==> config.mk <==
export PLATFORM = sky130hd
export DESIGN_NAME = modular_arithmetic_unit
export DESIGN_NICKNAME = d
export VERILOG_FILES = /design/src/sv/mau_pkg.sv /design/src/sv/mau_rem.sv /design/src/sv/modular_arithmetic_unit.sv
export SDC_FILE = /design/constraint.sdc
export NUM_CORES = 2
export LEC_CHECK = 0
export BUFFER_PORTS_ARGS = -buffer_cell sky130_fd_sc_hd__clkbuf_2
export CAP_MARGIN = 10
export CORE_UTILIZATION = 50
export CTS_CLUSTER_DIAMETER = 40
export DETAILED_ROUTE_END_ITERATION = 8
export PLACE_DENSITY = 0.69
export SYNTH_ARGS = -nofsm -noshare
export SYNTH_HDL_FRONTEND = slang
export SYNTH_HIERARCHICAL = 1
export SYNTH_SLANG_ARGS = --single-unit
==> constraint.sdc <==
create_clock -name clk_i -period 9.28 [get_ports clk_i]
set_input_delay 2.784 -clock clk_i [delete_from_list [all_inputs] [get_ports clk_i]]
set_output_delay 2.784 -clock clk_i [all_outputs]
set_load 0.05 [all_outputs]
==> src/sv/mau_pkg.sv <==
// ----------------------------------------------------------------------------
// mau_pkg: shared types and constants for the modular arithmetic unit
// Widths, operation codes, sequencer states and the divider control bundle.
// ----------------------------------------------------------------------------
package mau_pkg;

  localparam int unsigned ModBits = 31;
  localparam int unsigned ExpBits = 63;
  localparam int unsigned RawBits = 64;
  localparam int unsigned DivBits = 64;
  localparam int unsigned DivCntBits = $clog2(DivBits);

  localparam logic [ModBits-1:0] ModulusReset = ModBits'(1000000007);

  typedef enum logic [2:0] {
    OpReduce   = 3'd0,
    OpAdd      = 3'd1,
    OpSub      = 3'd2,
    OpMul      = 3'd3,
    OpPow      = 3'd4,
    OpDiv      = 3'd5,
    OpRsvd6    = 3'd6,
    OpRsvd7    = 3'd7
  } op_e;

  typedef enum logic [3:0] {
    StIdle,
    StRedA,
    StRedB,
    StRedRaw,
    StDispatch,
    StPowStep,
    StPowMul,
    StPowSq,
    StDivFinal,
    StDone
  } state_e;

  // Request to the shared remainder unit.
  typedef struct packed {
    logic               start;
    logic [DivBits-1:0] dividend;
  } rem_req_t;

  typedef struct packed {
    logic               busy;
    logic               done;
    logic [ModBits-1:0] rem;
  } rem_rsp_t;

endpackage

==> src/sv/mau_rem.sv <==
// ----------------------------------------------------------------------------
// mau_rem: restoring remainder unit
// 64-bit dividend mod 31-bit modulus, one quotient bit per cycle.
// ----------------------------------------------------------------------------
module mau_rem (
  input  logic                         clk_i,
  input  logic                         rst_ni,
  input  logic [mau_pkg::ModBits-1:0]  modulus_i,
  input  mau_pkg::rem_req_t            req_i,
  output mau_pkg::rem_rsp_t            rsp_o
);

  logic                             busy_q, busy_d;
  logic                             done_q, done_d;
  logic [mau_pkg::DivCntBits-1:0]   cnt_q, cnt_d;
  logic [mau_pkg::DivBits-1:0]      sh_q, sh_d;
  logic [mau_pkg::ModBits-1:0]      rem_q, rem_d;
  logic [mau_pkg::ModBits:0]        trial;
  logic [mau_pkg::ModBits:0]        diff;

  // partial remainder stays below modulus, so shifted value fits ModBits+1
  assign trial = {rem_q, sh_q[mau_pkg::DivBits-1]};
  assign diff  = trial - {1'b0, modulus_i};

  always_comb begin
    busy_d = busy_q;
    done_d = 1'b0;
    cnt_d  = cnt_q;
    sh_d   = sh_q;
    rem_d  = rem_q;
    if (req_i.start) begin
      busy_d = 1'b1;
      cnt_d  = '0;
      sh_d   = req_i.dividend;
      rem_d  = '0;
    end else if (busy_q) begin
      sh_d = {sh_q[mau_pkg::DivBits-2:0], 1'b0};
      if (!diff[mau_pkg::ModBits]) begin
        rem_d = diff[mau_pkg::ModBits-1:0];
      end else begin
        rem_d = trial[mau_pkg::ModBits-1:0];
      end
      cnt_d = cnt_q + 1'b1;
      if (cnt_q == mau_pkg::DivCntBits'(mau_pkg::DivBits - 1)) begin
        busy_d = 1'b0;
        done_d = 1'b1;
      end
    end
  end

  always_ff @(posedge clk_i or negedge rst_ni) begin
    if (!rst_ni) begin
      busy_q <= 1'b0;
      done_q <= 1'b0;
      cnt_q  <= '0;
    end else begin
      busy_q <= busy_d;
      done_q <= done_d;
      cnt_q  <= cnt_d;
    end
  end

  always_ff @(posedge clk_i) begin
    sh_q  <= sh_d;
    rem_q <= rem_d;
  end

  assign rsp_o.busy = busy_q;
  assign rsp_o.done = done_q;
  assign rsp_o.rem  = rem_q;

endmodule

==> src/sv/modular_arithmetic_unit.sv <==
// ----------------------------------------------------------------------------
// modular_arithmetic_unit: residue arithmetic modulo a programmable prime
// Reduce, add, subtract, multiply, power and Fermat-inverse divide.
// ----------------------------------------------------------------------------
// Channel | Signals                                        | Dir
// --------+------------------------------------------------+----
// req     | req_valid_i, req_stall_o, req_type_i, lhs_i,   | in
//         | rhs_i, exponent_i, raw_value_i                 |
// rsp     | rsp_valid_o, rsp_stall_i, residue_o            | out
// cfg     | cfg_we_i, cfg_wdata_i                          | in
//
// One item at a time. Operands, the raw value and every product are reduced
// in the shared remainder unit, which steps through all 64 dividend bits.
// Add/sub take 2 reductions; reduce and mul take 3; power takes 2 reductions
// plus one per exponent bit up to its top set bit, two for a set bit;
// divide is a power by modulus-2 (at most 31 bits) plus one multiply.
// Reset clears control only; the modulus register resets to 1000000007.
// The req side stalls while an item is in flight; a finished residue sits
// in the output register until taken.
// ----------------------------------------------------------------------------
module modular_arithmetic_unit (
  input  logic                         clk_i,
  input  logic                         rst_ni,
  input  logic                         cfg_we_i,
  input  logic [mau_pkg::ModBits-1:0]  cfg_wdata_i,
  input  logic                         req_valid_i,
  output logic                         req_stall_o,
  input  logic [2:0]                   req_type_i,
  input  logic [mau_pkg::ModBits-1:0]  lhs_i,
  input  logic [mau_pkg::ModBits-1:0]  rhs_i,
  input  logic [mau_pkg::ExpBits-1:0]  exponent_i,
  input  logic signed [mau_pkg::RawBits-1:0] raw_value_i,
  output logic                         rsp_valid_o,
  input  logic                         rsp_stall_i,
  output logic [mau_pkg::ModBits-1:0]  residue_o
);

  mau_pkg::state_e state_q, state_d;

  logic [mau_pkg::ModBits-1:0] modulus_q;
  logic [2:0]                  op_q;
  logic [mau_pkg::ModBits-1:0] a_q, b_q, acc_q, sq_q, res_q;
  logic [mau_pkg::ExpBits-1:0] e_q;
  logic [mau_pkg::RawBits-1:0] raw_q;
  logic                        neg_q;
  logic                        deg;

  mau_pkg::rem_req_t rem_req;
  mau_pkg::rem_rsp_t rem_rsp;

  // wait flag: a reduction was issued and its answer is pending
  logic                        wait_q, wait_d;
  logic                        fire;

  logic [2*mau_pkg::ModBits-1:0] prod;
  logic [mau_pkg::ModBits-1:0]   mul_x, mul_y;
  logic [mau_pkg::ModBits:0]     sum;
  logic [mau_pkg::RawBits-1:0]   mag;
  logic [mau_pkg::ModBits-1:0]   rr;

  assign deg     = (modulus_q < mau_pkg::ModBits'(2));
  assign req_stall_o = (state_q != mau_pkg::StIdle);
  assign fire    = req_valid_i && !req_stall_o;
  assign rr      = rem_rsp.rem;
  assign mag     = neg_q ? (~raw_q + 1'b1) : raw_q;
  assign prod    = mul_x * mul_y;

  mau_rem u_rem (
    .clk_i    (clk_i),
    .rst_ni   (rst_ni),
    .modulus_i(modulus_q),
    .req_i    (rem_req),
    .rsp_o    (rem_rsp)
  );

  // next state
  always_comb begin
    state_d = state_q;
    unique case (state_q)
      mau_pkg::StIdle:     if (fire) state_d = mau_pkg::StRedA;
      mau_pkg::StRedA:     if (rem_rsp.done) state_d = mau_pkg::StRedB;
      mau_pkg::StRedB:     if (rem_rsp.done) state_d = mau_pkg::StRedRaw;
      mau_pkg::StRedRaw:   if (rem_rsp.done || op_q != mau_pkg::OpReduce)
                             state_d = mau_pkg::StDispatch;
      mau_pkg::StDispatch: begin
        if (deg) begin
          state_d = mau_pkg::StDone;
        end else begin
          priority case (op_q)
            mau_pkg::OpMul:  if (rem_rsp.done) state_d = mau_pkg::StDone;
            mau_pkg::OpPow,
            mau_pkg::OpDiv:  state_d = mau_pkg::StPowStep;
            default:         state_d = mau_pkg::StDone;
          endcase
        end
      end
      mau_pkg::StPowStep: begin
        if (e_q == '0) begin
          state_d = (op_q == mau_pkg::OpDiv) ? mau_pkg::StDivFinal : mau_pkg::StDone;
        end else if (e_q[0]) begin
          state_d = mau_pkg::StPowMul;
        end else begin
          state_d = mau_pkg::StPowSq;
        end
      end
      mau_pkg::StPowMul:   if (rem_rsp.done) state_d = mau_pkg::StPowSq;
      mau_pkg::StPowSq:    if (rem_rsp.done) state_d = mau_pkg::StPowStep;
      mau_pkg::StDivFinal: if (rem_rsp.done) state_d = mau_pkg::StDone;
      mau_pkg::StDone:     if (!rsp_stall_i) state_d = mau_pkg::StIdle;
      default:             state_d = mau_pkg::StIdle;
    endcase
  end

  // multiplier operand select (one 31x31 multiplier, registered into divider)
  always_comb begin
    mul_x = acc_q;
    mul_y = sq_q;
    unique case (state_q)
      mau_pkg::StPowSq:    begin mul_x = sq_q; mul_y = sq_q; end
      mau_pkg::StDivFinal: begin mul_x = a_q;  mul_y = acc_q; end
      mau_pkg::StDispatch: begin mul_x = a_q;  mul_y = b_q; end
      default:             ;
    endcase
  end

  // reduction requests: issue once on entry, wait for done
  always_comb begin
    rem_req.start    = 1'b0;
    rem_req.dividend = '0;
    wait_d           = wait_q;
    if (rem_rsp.done) wait_d = 1'b0;
    if (!wait_q && !rem_rsp.done) begin
      unique case (state_q)
        mau_pkg::StRedA: begin
          rem_req.start = 1'b1; rem_req.dividend = mau_pkg::DivBits'(a_q);
        end
        mau_pkg::StRedB: begin
          rem_req.start = 1'b1; rem_req.dividend = mau_pkg::DivBits'(b_q);
        end
        mau_pkg::StRedRaw: begin
          rem_req.start = (op_q == mau_pkg::OpReduce); rem_req.dividend = mag;
        end
        mau_pkg::StDispatch: begin
          rem_req.start = (op_q == mau_pkg::OpMul) && !deg;
          rem_req.dividend = mau_pkg::DivBits'(prod);
        end
        mau_pkg::StPowMul, mau_pkg::StPowSq, mau_pkg::StDivFinal: begin
          rem_req.start = 1'b1; rem_req.dividend = mau_pkg::DivBits'(prod);
        end
        default: ;
      endcase
    end
    if (rem_req.start) wait_d = 1'b1;
  end

  always_comb begin
    sum = {1'b0, a_q} + {1'b0, b_q};
  end

  always_ff @(posedge clk_i or negedge rst_ni) begin
    if (!rst_ni) begin
      state_q   <= mau_pkg::StIdle;
      modulus_q <= mau_pkg::ModulusReset;
      wait_q    <= 1'b0;
    end else begin
      state_q <= state_d;
      wait_q  <= wait_d;
      if (cfg_we_i) modulus_q <= cfg_wdata_i;
    end
  end

  // datapath
  always_ff @(posedge clk_i) begin
    if (fire) begin
      op_q  <= req_type_i;
      a_q   <= lhs_i;
      b_q   <= rhs_i;
      e_q   <= exponent_i;
      raw_q <= raw_value_i;
      neg_q <= raw_value_i[mau_pkg::RawBits-1];
      res_q <= '0;
    end
    unique case (state_q)
      mau_pkg::StRedA:   if (rem_rsp.done) a_q <= rr;
      mau_pkg::StRedB:   if (rem_rsp.done) b_q <= rr;
      mau_pkg::StRedRaw: if (rem_rsp.done) begin
        res_q <= (neg_q && rr != '0) ? (modulus_q - rr) : rr;
      end
      mau_pkg::StDispatch: begin
        acc_q <= mau_pkg::ModBits'(1);
        if (op_q == mau_pkg::OpDiv) begin
          sq_q <= b_q;
          e_q  <= mau_pkg::ExpBits'(modulus_q - mau_pkg::ModBits'(2));
        end else begin
          sq_q <= a_q;
        end
        if (deg) begin
          res_q <= '0;
        end else begin
          priority case (op_q)
            mau_pkg::OpReduce: ;
            mau_pkg::OpAdd:
              res_q <= (sum >= {1'b0, modulus_q}) ?
                       mau_pkg::ModBits'(sum - {1'b0, modulus_q}) : sum[mau_pkg::ModBits-1:0];
            mau_pkg::OpSub:
              res_q <= (a_q >= b_q) ? (a_q - b_q) : (a_q + modulus_q - b_q);
            mau_pkg::OpMul: if (rem_rsp.done) res_q <= rr;
            default: res_q <= '0;
          endcase
        end
      end
      mau_pkg::StPowStep: if (e_q == '0) begin
        if (op_q == mau_pkg::OpPow) res_q <= acc_q;
        if (op_q == mau_pkg::OpDiv && b_q == '0) acc_q <= '0;
      end
      mau_pkg::StPowMul: if (rem_rsp.done) acc_q <= rr;
      mau_pkg::StPowSq: if (rem_rsp.done) begin
        sq_q <= rr;
        e_q  <= e_q >> 1;
      end
      mau_pkg::StDivFinal: if (rem_rsp.done) res_q <= rr;
      default: ;
    endcase
  end

  assign rsp_valid_o = (state_q == mau_pkg::StDone);
  assign residue_o   = res_q;

endmodule
==> results.json <==
{
  "final_nets": 10000,
  "core_sq_mm": 0.130,
  "r2r_slack_ns": -0.03,
  "antenna_found_initial": 24,
  "irDropWorstVdd_mv": 0.167,
  "slew_headroom": 0.0250,
  "grt_max_degree": 110,
  "cts_made_buffers": 79,
  "finalPower_uw": 8560,
  "cts_root_buf": "clkbuf_16",
  "hold-worst-slack_ns": 0.503,
  "r2r_end": "u_rem/sh_q[53]",
  "maxCapViolCount": 0,
  "worst_slew_pin_slew_ns": 1.45,
  "drive_gt1_frac": 0.181,
  "postSynthCellCount": 7817,
  "fill_cells": 11400,
  "hold_start": "e_q[4]",
  "holdPathEnd": "e_q[3]",
  "hp-class": "flip-flop to flip-flop",
  "drt_pass1_iterations": 9,
  "p_leak_uw": 0.0375,
  "finalCritPeriodShare": 1.00,
  "crit_arrival_ns": 9.76,
  "gr-total-overflow": 0,
  "clk_pin_slew_ns": 0.06,
  "start_util": 0.504,
  "die_x_um": 364,
  "fmax_mhz": 107,
  "slowest_delay_ns": 0.55,
  "drt_wl_total_um": 319000,
  "rsz0062_at_grt": "yes",
  "maxSlewViolCount": 0,
  "worst_slack_ns": -0.0345,
  "area.growth.synth_to_final_pct": 20.1,
  "drt_iter0_drc": 8946,
  "powerDensity_mw_per_mm2": 109,
  "worstPathMaxFanout": 8,
  "netlist_area_sq_mm": 0.0654,
  "timing.rr.start": "state_q[3]",
  "hold_violations": 0,
  "regArea_sq_mm": 0.0107,
  "multi_input_area_sq_mm": 0.0502,
  "synthesis.nets": 9359,
  "clock-sinks": 424,
  "fin_worst_skew_ns": 0.0677,
  "insertion_delay_ns": 0.71,
  "std_cell_rows": 132,
  "hpwl_um": 261000,
  "worst_ep_required_time_ns": 9.72,
  "dieHeight_um": 364,
  "cp-start-kind": "flip-flop",
  "setup_viol": 2,
  "gp_congestion": 1.07,
  "crit_path_frequent_cell": "buf_4",
  "worstSetupPathType": "flip-flop to flip-flop",
  "place_ws_ns": -0.799,
  "port-buffer-count": 260,
  "cts_tree": "yes",
  "yosysWarnings": 6,
  "drc": 0,
  "vias": 65200,
  "grtUsageTotal": 0.476,
  "syn_avg_cell_area_sq_um": 8.36,
  "reg2reg_depth": 38,
  "finalCriticalPeriod_ns": 9.31,
  "routedWlPerCell_um": 30.9,
  "ios": 261,
  "violations": "negative setup slack",
  "cts.path.max_buffers": 3,
  "grt_pass1_wl_um": 450000,
  "cp-end-kind": "flip-flop",
  "crit_path_top_delay_cell": "fa_1",
  "tns_ns": -0.0453,
  "fp.dieArea_sq_mm": 0.132,
  "htree_levels": 3,
  "worstHoldPathCells": 2,
  "drt.antenna.violating_nets": 0,
  "avgViaCountPerCell": 6.33,
  "grt_pass1_vias": 63600,
  "status": "complete, but fails checks"
}
## final cells by class
type / instances / area share
multi-input combinational: 5877 / 0.640
sequential: 424 / 0.136
timing repair buffer: 1041 / 0.109
inverter: 1066 / 0.0511
tap: 1742 / 0.0278
clock buffer: 88 / 0.0263
clock inverter: 60 / 0.0103
antenna: 10 / 0.000319
## how the worst max path moves through the flow
stage	cells past startpoint	startpoint	end
after floorplan	32	state_q[2]	u_rem/sh_q[61]
after global placement	35	state_q[2]	u_rem/sh_q[61]
after detailed placement	37	state_q[2]	u_rem/sh_q[61]
after CTS	39	state_q[1]	u_rem/sh_q[53]
after global routing	38	state_q[2]	u_rem/sh_q[61]
final	38	state_q[3]	u_rem/sh_q[53]
## timing repair
item,in CTS,in global routing
pin swaps,19,61
setup buffers,11,26
cloned,1,6
hold buffers,0,0
endpoints found under the setup margin,23,31
resized for setup,55,145
## critical path: cells and delay by family (launching register included)
kind            cells  cell delay [ns]
simple gates        6             0.56
mux                 1             0.29
xor+xnor            1             0.13
buf+inv            15             2.07
fa+ha+maj           9             4.09
compound gates      6             1.45
flops               1             0.45
## metrics by stage
stage               std cells   util  cell area (sq um)
floorplan                7817      -              65600
global placement        10100  0.572              74200
detailed placement      10100  0.572              74200
CTS                     10300  0.597              77500
global route            10300  0.606              78500
finish                  10300  0.606              78500
## cell usage in the layout (no fill, tap or decap), types with 26 or more instances in the layout
cell type,n
fa_1,850
a21o_1,99
o31ai_1,36
buf_12,93
nand2b_1,35
xor2_1,91
ha_1,420
and2_1,61
nor2b_1,33
clkbuf_2,260
a222oi_1,27
inv_1,1060
or3_1,31
o21a_1,26
mux2_2,71
clkbuf_16,86
a22o_1,34
edfxtp_1,193
a21oi_1,399
a31oi_1,27
nand3_1,116
xnor2_1,198
nand2_1,1086
buf_4,659
o21ai_0,373
nand4_1,39
o21bai_1,36
a22oi_1,45
nor4_1,85
nor2_1,761
o221ai_1,44
a221o_1,40
o211ai_1,34
dfxtp_1,187
a211oi_1,46
o22ai_1,50
nor3_1,65
mux2i_1,108
## routing by layer
layer | global-route usage | wire length, um | vias up
li1 | - | - | 27400
met1 | 0.617 | 121000 | 32100
met2 | 0.685 | 131000 | 4601
met3 | 0.152 | 41900 | 1093
met4 | 0.304 | 25000 | 26
met5 | 0 | 209 | -
## flip-flops by register name, summed over array words and instances, names as in the netlist
signal        flops
a_q              31
acc_q            31
b_q              31
e_q              63
modulus_q        31
op_q              3
raw_q            64
residue_o        31
sq_q             31
state_q           4
u_rem/busy_q      1
u_rem/cnt_q       6
u_rem/done_q      1
u_rem/rem_q      31
u_rem/sh_q       64
wait_q            1
## where the power goes
part	internal [uW]	switching, uW	leakage, uW
Clock	1880	1270	0.00138
Combinational	1150	1920	0.0322
Sequential	2050	274	0.00398
Total	5090	3470	0.0375
No activity file was read; power rests on OpenSTA's default activity.
